File: config.mk
export PLATFORM = sky130hd
export DESIGN_NAME = ata_taskfile_command_issuer
export DESIGN_NICKNAME = d
export VERILOG_FILES = /design/src/tfci_pkg.sv /design/src/tfci_front.sv /design/src/tfci_queue.sv /design/src/tfci_back.sv /design/src/ata_taskfile_command_issuer.sv
export SDC_FILE = /design/constraint.sdc
export NUM_CORES = 1
export LEC_CHECK = 0
export ABC_AREA = 1
export BUFFER_PORTS_ARGS = -buffer_cell sky130_fd_sc_hd__buf_2
export CAP_MARGIN = 20
export CORE_MARGIN = 4
export CORE_UTILIZATION = 62
export CTS_CLUSTER_DIAMETER = 60
export DETAILED_ROUTE_END_ITERATION = 6
export PLACE_DENSITY = 0.81
export SLEW_MARGIN = 20
export SYNTH_ARGS = -nofsm -noshare
export SYNTH_HDL_FRONTEND = slang
export SYNTH_HIERARCHICAL = 1
export SYNTH_SLANG_ARGS = --single-unit
File: constraint.sdc
create_clock -name clk -period 8.02 [get_ports clk]
set_clock_uncertainty 0.15 [all_clocks]
set_input_delay 0.401 -clock clk [delete_from_list [all_inputs] [get_ports clk]]
set_output_delay 0.401 -clock clk [all_outputs]
set_load 0.05 [all_outputs]
File: src/tfci_pkg.sv
// ----------------------------------------------------------------------------
// tfci_pkg
// Shared types and constants for the ATA task-file command issuer.
// ----------------------------------------------------------------------------
`default_nettype none

package tfci_pkg;

  // addressing_mode register codes
  localparam logic [1:0] MODE_CHS   = 2'd0;
  localparam logic [1:0] MODE_LBA28 = 2'd1;
  localparam logic [1:0] MODE_LBA48 = 2'd2;

  // configuration register indexes
  localparam logic [2:0] CFG_ADDR_MODE = 3'd0;
  localparam logic [2:0] CFG_DEVICE    = 3'd1;
  localparam logic [2:0] CFG_HEADS     = 3'd2;
  localparam logic [2:0] CFG_SPT       = 3'd3;
  localparam logic [2:0] CFG_IO_BASE   = 3'd4;

  // task-file register offsets
  localparam logic [2:0] OFS_NSECT   = 3'd2;
  localparam logic [2:0] OFS_LOW     = 3'd3;
  localparam logic [2:0] OFS_MID     = 3'd4;
  localparam logic [2:0] OFS_HIGH    = 3'd5;
  localparam logic [2:0] OFS_SELECT  = 3'd6;
  localparam logic [2:0] OFS_COMMAND = 3'd7;

  // command opcodes and select bits
  localparam logic [7:0] CMD_READ      = 8'h20;
  localparam logic [7:0] CMD_WRITE     = 8'h30;
  localparam logic [7:0] CMD_READ_EXT  = 8'h24;
  localparam logic [7:0] CMD_WRITE_EXT = 8'h34;
  localparam logic [7:0] SEL_LBA       = 8'h40;
  localparam logic [3:0] NIBBLE_MASK   = 4'hF;

  typedef enum logic [1:0] {
    K_CHS,
    K_LBA28,
    K_LBA48
  } kind_t;

  // one classified request, as it waits between front and back
  typedef struct packed {
    kind_t       kind;
    logic        func;
    logic [47:0] block;
    logic [15:0] count;
    logic [15:0] cyl;
    logic [3:0]  head;
    logic [7:0]  sect;
  } entry_t;

  typedef struct packed {
    logic   push;
    entry_t data;
  } push_t;

  typedef struct packed {
    logic   empty;
    logic   full;
    entry_t head;
  } qstat_t;

  typedef enum logic [1:0] {
    F_IDLE,
    F_CYL,
    F_HEAD,
    F_PUSH
  } fstate_t;

  function automatic kind_t mode_to_kind(input logic [1:0] mode);
    kind_t k;
    unique case (mode)
      MODE_CHS:   k = K_CHS;
      MODE_LBA48: k = K_LBA48;
      default:    k = K_LBA28; // unused code acts as LBA28
    endcase
    return k;
  endfunction

endpackage

`default_nettype wire

File: src/tfci_front.sv
// ----------------------------------------------------------------------------
// tfci_front
// Accepts requests and classifies them; CHS requests run through a shared
// bit-serial divider (cylinder, then head/sector) before they are queued.
// ----------------------------------------------------------------------------
`default_nettype none

module tfci_front
  import tfci_pkg::*;
(
  input  wire logic        clk,
  input  wire logic        rst,
  input  wire logic        in_valid,
  output logic             in_stall,
  input  wire logic        func,
  input  wire logic [47:0] block,
  input  wire logic [15:0] sector_count,
  input  wire logic [1:0]  addressing_mode,
  input  wire logic [4:0]  head_count,
  input  wire logic [7:0]  sectors_per_track,
  input  wire qstat_t      qstat,
  output push_t            qpush
);

  fstate_t     state, state_next;
  logic [4:0]  cnt;
  logic [12:0] rem;
  logic [31:0] quo;
  logic [12:0] divisor;
  logic [7:0]  spt_hold;
  logic        func_hold;
  logic [15:0] count_hold;
  logic [15:0] cyl_hold;
  logic [3:0]  head_hold;
  logic [7:0]  sect_hold;

  logic        accept;
  kind_t       in_kind;
  logic [4:0]  heads_eff;
  logic [7:0]  spt_eff;
  logic [12:0] per_cyl;
  logic [13:0] trial;
  logic [14:0] diff;
  logic        ge;
  logic [12:0] rem_next;
  logic [31:0] quo_next;

  assign in_kind   = mode_to_kind(addressing_mode);
  assign heads_eff = (head_count == 5'd0) ? 5'd1 : head_count;
  assign spt_eff   = (sectors_per_track == 8'd0) ? 8'd1 : sectors_per_track;
  assign per_cyl   = 13'(heads_eff * spt_eff);
  assign accept    = in_valid && !in_stall;

  // one restoring-division step
  assign trial    = {rem, quo[31]};
  assign diff     = {1'b0, trial} - {2'b00, divisor};
  assign ge       = ~diff[14];
  assign rem_next = ge ? diff[12:0] : trial[12:0];
  assign quo_next = {quo[30:0], ge};

  always_comb begin
    state_next = state;
    unique case (state)
      F_IDLE: begin
        if (accept && in_kind == K_CHS) state_next = F_CYL;
      end
      F_CYL: begin
        if (cnt == 5'd0) state_next = F_HEAD;
      end
      F_HEAD: begin
        if (cnt == 5'd0) state_next = F_PUSH;
      end
      F_PUSH: begin
        if (!qstat.full) state_next = F_IDLE;
      end
      default: state_next = F_IDLE;
    endcase
  end

  always_comb begin
    in_stall        = (state != F_IDLE) || qstat.full;
    qpush.push      = 1'b0;
    qpush.data      = '0;
    unique case (state)
      F_IDLE: begin
        qpush.push       = accept && (in_kind != K_CHS);
        qpush.data.kind  = in_kind;
        qpush.data.func  = func;
        qpush.data.block = block;
        qpush.data.count = sector_count;
      end
      F_PUSH: begin
        qpush.push       = !qstat.full;
        qpush.data.kind  = K_CHS;
        qpush.data.func  = func_hold;
        qpush.data.count = count_hold;
        qpush.data.cyl   = cyl_hold;
        qpush.data.head  = head_hold;
        qpush.data.sect  = sect_hold;
      end
      default: ;
    endcase
  end

  always_ff @(posedge clk) begin
    if (rst) begin
      state <= F_IDLE;
    end else begin
      state <= state_next;
    end
  end

  always_ff @(posedge clk) begin
    unique case (state)
      F_IDLE: begin
        if (accept) begin
          func_hold  <= func;
          count_hold <= sector_count;
          spt_hold   <= spt_eff;
          divisor    <= per_cyl;
          quo        <= block[31:0];
          rem        <= '0;
          cnt        <= 5'd31;
        end
      end
      F_CYL: begin
        if (cnt == 5'd0) begin
          // cylinder done; divide the remainder by sectors per track
          cyl_hold <= quo_next[15:0];
          quo      <= {rem_next, 19'd0};
          rem      <= '0;
          divisor  <= {5'd0, spt_hold};
          cnt      <= 5'd12;
        end else begin
          rem <= rem_next;
          quo <= quo_next;
          cnt <= cnt - 5'd1;
        end
      end
      F_HEAD: begin
        rem <= rem_next;
        quo <= quo_next;
        cnt <= cnt - 5'd1;
        if (cnt == 5'd0) begin
          head_hold <= quo_next[3:0];
          sect_hold <= rem_next[7:0] + 8'd1;
        end
      end
      default: ;
    endcase
  end

endmodule

`default_nettype wire

File: src/tfci_queue.sv
// ----------------------------------------------------------------------------
// tfci_queue
// Two-entry request queue between the front and back parts.
// ----------------------------------------------------------------------------
`default_nettype none

module tfci_queue
  import tfci_pkg::*;
(
  input  wire logic  clk,
  input  wire logic  rst,
  input  wire push_t qpush,
  input  wire logic  pop,
  output qstat_t     qstat
);

  entry_t     mem [2];
  logic       wr_ptr;
  logic       rd_ptr;
  logic [1:0] fill;

  assign qstat.empty = (fill == 2'd0);
  assign qstat.full  = (fill == 2'd2);
  assign qstat.head  = mem[rd_ptr];

  always_ff @(posedge clk) begin
    if (qpush.push) mem[wr_ptr] <= qpush.data;
  end

  always_ff @(posedge clk) begin
    if (rst) begin
      wr_ptr <= 1'b0;
      rd_ptr <= 1'b0;
      fill   <= 2'd0;
    end else begin
      if (qpush.push) wr_ptr <= ~wr_ptr;
      if (pop)        rd_ptr <= ~rd_ptr;
      unique case ({qpush.push, pop})
        2'b10:   fill <= fill + 2'd1;
        2'b01:   fill <= fill - 2'd1;
        default: fill <= fill;
      endcase
    end
  end

endmodule

`default_nettype wire

File: src/tfci_back.sv
// ----------------------------------------------------------------------------
// tfci_back
// Steps through the queued request, one task-file write per cycle while the
// output is not stalled, into a registered output stage.
// ----------------------------------------------------------------------------
`default_nettype none

module tfci_back
  import tfci_pkg::*;
(
  input  wire logic        clk,
  input  wire logic        rst,
  input  wire qstat_t      qstat,
  output logic             pop,
  input  wire logic        device_number,
  input  wire logic [15:0] io_base,
  output logic             out_valid,
  input  wire logic        out_stall,
  output logic [15:0]      port_address,
  output logic [7:0]       write_byte,
  output logic             last
);

  logic [3:0] step;
  logic       advance;
  logic       last_step;
  logic [2:0] ofs;
  logic [7:0] wbyte;
  entry_t     e;
  logic [7:0] dev;
  logic [7:0] opc;

  assign e   = qstat.head;
  assign dev = {3'b000, device_number, 4'h0};

  always_comb begin
    if (e.kind == K_LBA48) opc = e.func ? CMD_WRITE_EXT : CMD_READ_EXT;
    else                   opc = e.func ? CMD_WRITE : CMD_READ;
  end

  assign last_step = (e.kind == K_LBA48) ? (step == 4'd9) : (step == 4'd5);
  assign advance   = !qstat.empty && (!out_valid || !out_stall);
  assign pop       = advance && last_step;

  // write sequence per addressing kind
  always_comb begin
    ofs   = OFS_COMMAND;
    wbyte = opc;
    unique case (e.kind)
      K_LBA48: begin
        unique case (step)
          4'd0:    begin ofs = OFS_LOW;    wbyte = e.block[31:24]; end
          4'd1:    begin ofs = OFS_MID;    wbyte = e.block[39:32]; end
          4'd2:    begin ofs = OFS_HIGH;   wbyte = e.block[47:40]; end
          4'd3:    begin ofs = OFS_LOW;    wbyte = e.block[7:0];   end
          4'd4:    begin ofs = OFS_MID;    wbyte = e.block[15:8];  end
          4'd5:    begin ofs = OFS_HIGH;   wbyte = e.block[23:16]; end
          4'd6:    begin ofs = OFS_SELECT; wbyte = SEL_LBA | dev;  end
          4'd7:    begin ofs = OFS_NSECT;  wbyte = e.count[15:8];  end
          4'd8:    begin ofs = OFS_NSECT;  wbyte = e.count[7:0];   end
          default: begin ofs = OFS_COMMAND; wbyte = opc;           end
        endcase
      end
      K_CHS: begin
        unique case (step)
          4'd0:    begin ofs = OFS_MID;    wbyte = e.cyl[7:0];  end
          4'd1:    begin ofs = OFS_HIGH;   wbyte = e.cyl[15:8]; end
          4'd2:    begin ofs = OFS_SELECT; wbyte = dev | {4'h0, e.head & NIBBLE_MASK}; end
          4'd3:    begin ofs = OFS_LOW;    wbyte = e.sect;      end
          4'd4:    begin ofs = OFS_NSECT;  wbyte = e.count[7:0]; end
          default: begin ofs = OFS_COMMAND; wbyte = opc;        end
        endcase
      end
      default: begin
        unique case (step)
          4'd0:    begin ofs = OFS_LOW;  wbyte = e.block[7:0];   end
          4'd1:    begin ofs = OFS_MID;  wbyte = e.block[15:8];  end
          4'd2:    begin ofs = OFS_HIGH; wbyte = e.block[23:16]; end
          4'd3:    begin
            ofs   = OFS_SELECT;
            wbyte = SEL_LBA | dev | {4'h0, e.block[27:24] & NIBBLE_MASK};
          end
          4'd4:    begin ofs = OFS_NSECT; wbyte = e.count[7:0]; end
          default: begin ofs = OFS_COMMAND; wbyte = opc;        end
        endcase
      end
    endcase
  end

  always_ff @(posedge clk) begin
    if (rst) begin
      step      <= 4'd0;
      out_valid <= 1'b0;
    end else begin
      if (advance) begin
        step      <= last_step ? 4'd0 : step + 4'd1;
        out_valid <= 1'b1;
      end else if (!out_stall) begin
        out_valid <= 1'b0;
      end
    end
  end

  always_ff @(posedge clk) begin
    if (advance) begin
      port_address <= io_base + {13'd0, ofs};
      write_byte   <= wbyte;
      last         <= last_step;
    end
  end

endmodule

`default_nettype wire

File: src/ata_taskfile_command_issuer.sv
// ----------------------------------------------------------------------------
// Flow: an LBA request is written into the queue on its accept edge; its first
//   write then leaves through the registered output stage. A CHS request first
//   runs the serial divider (32 cylinder, 13 head/sector bits) before the push.
// Throughput: one write per cycle from the back part while out_stall is low;
//   LBA28 and CHS requests take six writes, an LBA48 request ten. The front
//   accepts nothing while the single bit-serial divider splits a CHS request.
// Reset: configuration returns to its defaults, queue and output empty.
// ----------------------------------------------------------------------------
// ata_taskfile_command_issuer
// Turns read/write sector requests into ordered ATA task-file byte writes.
// ----------------------------------------------------------------------------
`default_nettype none

module ata_taskfile_command_issuer
  import tfci_pkg::*;
(
  input  wire logic        clk,
  input  wire logic        rst,
  // configuration write port
  input  wire logic        cfg_we,
  input  wire logic [2:0]  cfg_index,
  input  wire logic [15:0] cfg_data,
  // request channel
  input  wire logic        in_valid,
  output logic             in_stall,
  input  wire logic        func,
  input  wire logic [47:0] block,
  input  wire logic [15:0] sector_count,
  // write channel
  output logic             out_valid,
  input  wire logic        out_stall,
  output logic [15:0]      port_address,
  output logic [7:0]       write_byte,
  output logic             last
);

  // configuration registers; the user must write only while idle, not checked
  logic [1:0]  addressing_mode;
  logic        device_number;
  logic [4:0]  head_count;
  logic [7:0]  sectors_per_track;
  logic [15:0] io_base;

  push_t  qpush;
  qstat_t qstat;
  logic   pop;

  always_ff @(posedge clk) begin
    if (rst) begin
      addressing_mode   <= MODE_LBA28;
      device_number     <= 1'b0;
      head_count        <= 5'd16;
      sectors_per_track <= 8'd63;
      io_base           <= 16'd496;
    end else if (cfg_we) begin
      unique case (cfg_index)
        CFG_ADDR_MODE: addressing_mode   <= cfg_data[1:0];
        CFG_DEVICE:    device_number     <= cfg_data[0];
        CFG_HEADS:     head_count        <= cfg_data[4:0];
        CFG_SPT:       sectors_per_track <= cfg_data[7:0];
        CFG_IO_BASE:   io_base           <= cfg_data;
        default: ; // indexes past the register list are ignored
      endcase
    end
  end

  // front: accept, classify, CHS geometry split
  tfci_front u_front (
    .clk               (clk),
    .rst               (rst),
    .in_valid          (in_valid),
    .in_stall          (in_stall),
    .func              (func),
    .block             (block),
    .sector_count      (sector_count),
    .addressing_mode   (addressing_mode),
    .head_count        (head_count),
    .sectors_per_track (sectors_per_track),
    .qstat             (qstat),
    .qpush             (qpush)
  );

  // decoupling queue: lets the front take the next request while the back
  // is still issuing the previous one
  tfci_queue u_queue (
    .clk   (clk),
    .rst   (rst),
    .qpush (qpush),
    .pop   (pop),
    .qstat (qstat)
  );

  // back: write sequencer with registered output
  tfci_back u_back (
    .clk           (clk),
    .rst           (rst),
    .qstat         (qstat),
    .pop           (pop),
    .device_number (device_number),
    .io_base       (io_base),
    .out_valid     (out_valid),
    .out_stall     (out_stall),
    .port_address  (port_address),
    .write_byte    (write_byte),
    .last          (last)
  );

endmodule

`default_nettype wire

# Word level (Yosys, flattened, before mapping)
# Memory sizes are Yosys's and may differ from the RTL's. A register that Yosys moved wholly into a read port is not among the register bits.
# Cells that the tools add are included.
[op_classes] add_sub_neg=7 n_mul=1 n_eq_ne=27 muxes=45 n_bitwise=5 n_reduce_logical=42
[ops] cell="$pmux 32 s3" count=1
[ops] cell="$pmux 8 s5" count=2
[ops] cell="$pmux 8 s9" count=1
[ops] cell="$mux 13" count=5
[ops] cell="$mux 32" count=2
[ops] cell="$mux 48" count=1
[ops] cell="$pmux 3 s5" count=3
[ops] cell="$pmux 13 s3" count=1
[ops] cell="$pmux 16 s2" count=1
[ops] cell="$mux 28" count=1
[ops] cell="$pmux 13 s2" count=1
[ops] cell="$mux 5" count=5
[ops] cell="$reduce_and 2->1" count=9
[ops] cell="$add 16x3->16" count=1
[ops] cell="$eq 4x3->1 const B" count=4
[ops] cell="$mux 8" count=2
[ops] cell="$pmux 8 s2" count=1
[ops] cell="$pmux 5 s3" count=1
[ops] cell="$sub 14x13->15" count=1
[ops] cell="$mul 5x8->13" count=1
[ops] cell="$eq 2x2->1 const B" count=6
[ops] cell="$logic_not 2->1" count=5
[ops] cell="$logic_not 5->1" count=2
[ops] cell="$ne 2x1->1 const B" count=5
[ops] cell="34 further kinds" count=65
[totals] regBits=184 ramBits=190 inputBits=89 output_inout_bits=27 n_memories=1
[memory_table] memory="u_queue.mem" depth=2 width=95 rd=1 rd_clocked_by_memory_dff=1 wr=1 line="tfci_queue.sv:17" source="entry_t mem [2];"

# Logic depth before layout (Yosys ltp)
[depth] ltp_word=8 depth_mapped=23 mapped_depth_nobuf=23

# Hierarchy
# The synthesis kept the hierarchy.
[by_module_without_submodules] mod="tfci_front" instances=1 cells_per_inst=994 area_each_um2=8037.7 seq_area_each_um2=3523.4
[by_module_without_submodules] mod="tfci_queue" instances=1 cells_per_inst=329 area_each_um2=7290.7 seq_area_each_um2=5805.6
[by_module_without_submodules] mod="tfci_back" instances=1 cells_per_inst=467 area_each_um2=2972.9 seq_area_each_um2=850.8
[by_module_without_submodules] mod="ata_taskfile_command_issuer" instances=1 cells_per_inst=184 area_each_um2=1306.3 seq_area_each_um2=640.6

# Worst setup path before layout
# No wires, ideal clock.
[synth_timing] kind="reg-to-reg" from="reg u_front.state[0]" to="mem u_queue/mem[0][0] (netlist bit), enable pin" setup_ps=549 arrival_ps=5346 required_ps=7321 setup_slack_ps=1974 path_stages_with_launch=8 synth_period_minus_slack_ps=6046 path_cell_list="dfxtp_1 > inv_1 > ha_1 > clkbuf_1 > clkbuf_1 > nor2_1 > inv_1 > nor2_1"
[synth_rtl] element="start: declaration" line="tfci_front.sv:25" source="fstate_t state, state_next;"
[synth_rtl] element="start signal: assignment" line="tfci_front.sv:109" source="state <= state_next;"
[synth_rtl] element="end: declaration" line="tfci_queue.sv:17"

# Worst setup path in the final report
[layout_timing] from="reg sectors_per_track[3]" to="reg u_front.divisor[9] (data pin)"
[layout_between] elab_chain_cells=5
[layout_lines] element="start: declaration" line="ata_taskfile_command_issuer.sv:42" source="logic [7:0] sectors_per_track;"
[layout_lines] element="start signal: assignment" line="ata_taskfile_command_issuer.sv:61" source="CFG_SPT: sectors_per_track <= cfg_data[7:0];"
[layout_lines] element="$logic_not 8->1" line="tfci_front.sv:50" source="assign spt_eff = (sectors_per_track == 8'd0) ? 8'd1 : sectors_per_track;"
[layout_lines] element="$mux 8" line="tfci_front.sv:50"
[layout_lines] element="net u_front.spt_eff[0]" line="tfci_front.sv:40" source="logic [7:0] spt_eff;"
[layout_lines] element="$mul 5x8->13" line="tfci_front.sv:51" source="assign per_cyl = 13'(heads_eff * spt_eff);"
[layout_lines] element="$mux 13" line="tfci_front.sv:116" source="if (accept) begin"
[layout_lines] element="$pmux 13 s2" line="tfci_front.sv:114" source="unique case (state)"
[layout_lines] element="end signal: assignment" line="tfci_front.sv:120" source="divisor <= per_cyl;"
[layout_lines] element="end signal: assignment" line="tfci_front.sv:132" source="divisor <= {5'd0, spt_hold};"
[layout_lines] element="end: declaration" line="tfci_front.sv:29" source="logic [12:0] divisor;"
# The timed path passes the listed nets, and every way through them passes these cells. The select of a mux whose other input is x is not followed.
# A chain may end at the register's enable or synchronous reset.

==> impl_metrics.json <==
{
  "status": "complete, no violations",
  "finalHoldViolCount": 0,
  "ys_seq_area_share_pct": 55.2,
  "finalSetupViolCount": 0,
  "setup_slack_ns": 3.54,
  "initial_utilization_pct": 63.4,
  "reg2reg_to": "u_front/divisor[9]",
  "synthArstFlopShare_pct": 0,
  "setup_tns_ns": 0,
  "syn_to_final_growth_pct": 12.1,
  "placed_area_um2": 20400,
  "cp-end-kind": "flip-flop",
  "post_drt_via_cell_ratio": 5.64,
  "nets": 2263,
  "min_path_type": "primary input to flip-flop",
  "finalCritPeriodShare_pct": 55.9,
  "leakagePower_uw": 0.00999,
  "relSlewSlack_pct": 28.2,
  "max_freq_mhz": 223,
  "io_buffers": 115,
  "synthCells": 1974,
  "drtIter0Drc": 1393,
  "overflow": 0,
  "clkPwrFrac_pct": 20.7,
  "dp_cells": 2427,
  "p_sw_uw": 3460,
  "cts_sinks": 375,
  "grt_max_degree": 72,
  "grt_usage_pct": 27.9,
  "cts_setup_buffers": 0,
  "combPwrFrac_pct": 41.8,
  "clkTransAtPathRegs_ns": 0.06,
  "vias": 14300,
  "wl_um": 48500,
  "synth_enable_flop_cells": 331,
  "gp_congestion": 0.964,
  "drive_gt1_share_pct": 16.9,
  "seqPwrFrac_pct": 37.5,
  "swShare_pct": 40.3,
  "fin_crit_ns": 4.48,
  "fin_util_pct": 71.1,
  "cp.required_ns": 8.16,
  "cp-startpoint": "sectors_per_track[3]",
  "regToRegStartpoint": "sectors_per_track[3]",
  "cts_tree": "done",
  "drv_slew": 0,
  "dieArea_um2": 34500,
  "drc": 0,
  "core_um2": 30900,
  "clkLatencyLatePin_ns": 0.53,
  "ir_drop_uv": 190,
  "pre_cts_ws_ns": 3.59,
  "synth_area_per_cell_um2": 9.93,
  "synth.net_count": 2131,
  "p_per_area_nw_per_um2": 391,
  "arrival_ns": 4.62,
  "ys_types": 59,
  "final_area_um2": 22000,
  "synth-seq-cells": 375,
  "r2r_setup_slack_ns": 3.54,
  "internal-power_uw": 5130,
  "reg2regPathDepth": 19,
  "io_pins": 116,
  "hpwl_um": 33700,
  "yosysWarnings": 6,
  "dr.pass1.iters": 6,
  "max-cap-violations": 0,
  "rsz0062_at_grt": "false",
  "rows": 64,
  "die_y_um": 186,
  "die_width_um": 186,
  "htree_levels": 2,
  "crit_fanout": 8,
  "startpoint_type": "flip-flop",
  "hold_depth": 3,
  "cts.path.max_buffers": 3,
  "syn-cell-area_um2": 19600,
  "dominantRegCellSynth": "edfxtp_1",
  "ant_nets": 0,
  "root_buffer": "clkbuf_16",
  "grt_pass1_wl_um": 75700,
  "grt_pass1_vias": 14200,
  "tightest_slew_ns": 1.07,
  "antenna_found_initial": 1,
  "crit_end": "u_front/divisor[9]",
  "wl_per_cell_um": 19.1,
  "path_class": "flip-flop to flip-flop",
  "layoutNonFillerInstCount": 2535,
  "cts_buffers": 40
}
==> timing repair <==
action                                 4_1_cts  5_1_grt
resized for setup                            0        0
endpoints found under the hold margin       39        0
hold buffers                                33        0
==> power groups by stage <==
| stage | Sequential, µW | Clock [µW] | Combinational [µW] |
|---|---|---|---|
| after floorplan | 3400 | 0 | 2480 |
| after global placement | 3220 | 0 | 3430 |
| after detailed placement | 3250 | 0 | 3510 |
| after CTS | 3220 | 1800 | 3560 |
| after global routing | 3270 | 1890 | 3940 |
| final | 3220 | 1780 | 3590 |
==> logic make-up (layout without fill, tap and decap cells) <==
group                    Yosys count  count (layout)  synth area share (%)
AO/OA/AOI/OAI                    112             112                  3.38
XOR/XNOR                          24              24                  1.07
adder cells (fa/ha/maj)           68              68                  5.10
buffers and inverters            339             502                  7.41
flip-flops                       375             375                  55.2
multiplexers                      95              95                  6.41
other                              0               2                     0
AND/OR/NAND/NOR                  961             961                  21.4
==> worst min path at each step <==
stage,endpoint,slack [ns],startpoint
finish,u_front/quo[15],0.02,block[15]
global route,u_queue/mem[0][76],0.009,block[32]
CTS,u_queue/mem[0][80],0.00009,block[36]
detailed placement,u_front/cyl_hold[6],0.29,u_front/quo[5]
global placement,u_front/cyl_hold[10],0.28,u_front/quo[9]
floorplan,u_front/cyl_hold[10],0.28,u_front/quo[9]
==> per-stage QoR <==
step / power (µW) / hold WS (ns)
after floorplan: 5880 / 0.277
after global placement: 6650 / 0.283
after detailed placement: 6760 / 0.288
after CTS: 8570 / 0.0000909
after global routing: 9110 / 0.00936
final: 8590 / 0.0163
==> critical path, stage by stage, from the launching register on <==
cell	delay, ns
dfxtp_1	0.38
nor2_1	0.12
nand3_1	0.08
nor4_1	0.24
nor2_1	0.16
inv_1	0.10
nand2_1	0.07
fa_1	0.52
fa_1	0.52
fa_1	0.55
inv_1	0.04
ha_1	0.36
a21oi_1	0.22
o21ai_0	0.13
a21oi_1	0.18
nor2_1	0.08
o22ai_1	0.15
nand2_1	0.07
nand2_1	0.06
nor2_1	0.05
==> synth_stat cells, types with 5 or more instances <==
cell type	instances	area share (%)
nor3_1	13	0.33
xor2_1	15	0.67
xnor2_1	9	0.40
nand3b_1	11	0.42
mux2_2	45	2.6
o21ai_1	5	0.13
nand2_4	16	0.92
dfxtp_1	44	4.5
o211ai_1	6	0.23
nor2_4	9	0.52
ha_1	48	3.1
inv_2	7	0.13
edfxtp_1	331	51
o21ai_0	33	0.84
fa_1	20	2.0
nand4_1	13	0.41
nor2_1	160	3.1
mux2_4	50	3.8
a21oi_1	41	1.0
nand2_1	569	11
clkbuf_1	36	0.69
inv_1	257	4.9
o21bai_1	5	0.19
nand2_2	19	0.61
buf_1	6	0.11
nand3_1	135	3.4
buf_6	12	0.69
buf_2	9	0.23
==> cell usage in the layout (no fill, tap or decap), drive strengths merged, types with 2 or more instances in the layout <==
master / synthesis / final
a211oi: 2 / 2
a21oi: 44 / 44
a31oi: 2 / 2
buf: 34 / 128
bufinv: 0 / 2
clkbuf: 37 / 51
clkinv: 1 / 17
clkinvlp: 0 / 2
dfxtp: 44 / 44
diode: 0 / 2
dlygate4sd3: 0 / 33
edfxtp: 331 / 331
fa: 20 / 20
ha: 48 / 48
inv: 267 / 269
mux2: 95 / 95
nand2: 605 / 605
nand3: 139 / 139
nand3b: 11 / 11
nand4: 13 / 13
nor2: 172 / 172
nor3: 14 / 14
o211ai: 7 / 7
o21ai: 42 / 42
o21bai: 5 / 5
o221ai: 2 / 2
o22ai: 3 / 3
or2: 4 / 4
xnor2: 9 / 9
xor2: 15 / 15
==> per-layer routing <==
metal | global-route usage [%] | part of all wire, % | up-vias
met5 | 0 | 0 | -
met1 | 37.0 | 40 | 6851
met3 | 3.30 | 6.0 | 91
li1 | - | - | 6732
met4 | 8.25 | 3.0 | 0
met2 | 48.5 | 51 | 621
==> final cells by class <==
class	instances	area, µm²
flip-flops and latches	375	10800
fillers	2208	8920
multi-input cells	1260	7360
clock buffers	51	1060
inverters	268	1020
repair buffers	161	1020
well taps	396	495
clock inverters	22	210
diodes	2	5.00
==> sequential cells by signal, indices dropped and copies added (netlist names), 4 cells and up, named ones only <==
register	flops
head_count	5
io_base	16
sectors_per_track	8
u_back/port_address	16
u_back/step	4
u_back/write_byte	8
u_front/cnt	5
u_front/count_hold	16
u_front/cyl_hold	16
u_front/divisor	13
u_front/head_hold	4
u_front/quo	32
u_front/rem	13
u_front/sect_hold	8
u_front/spt_hold	8
u_queue/mem	190
Power figures use the tool's default switching activity.
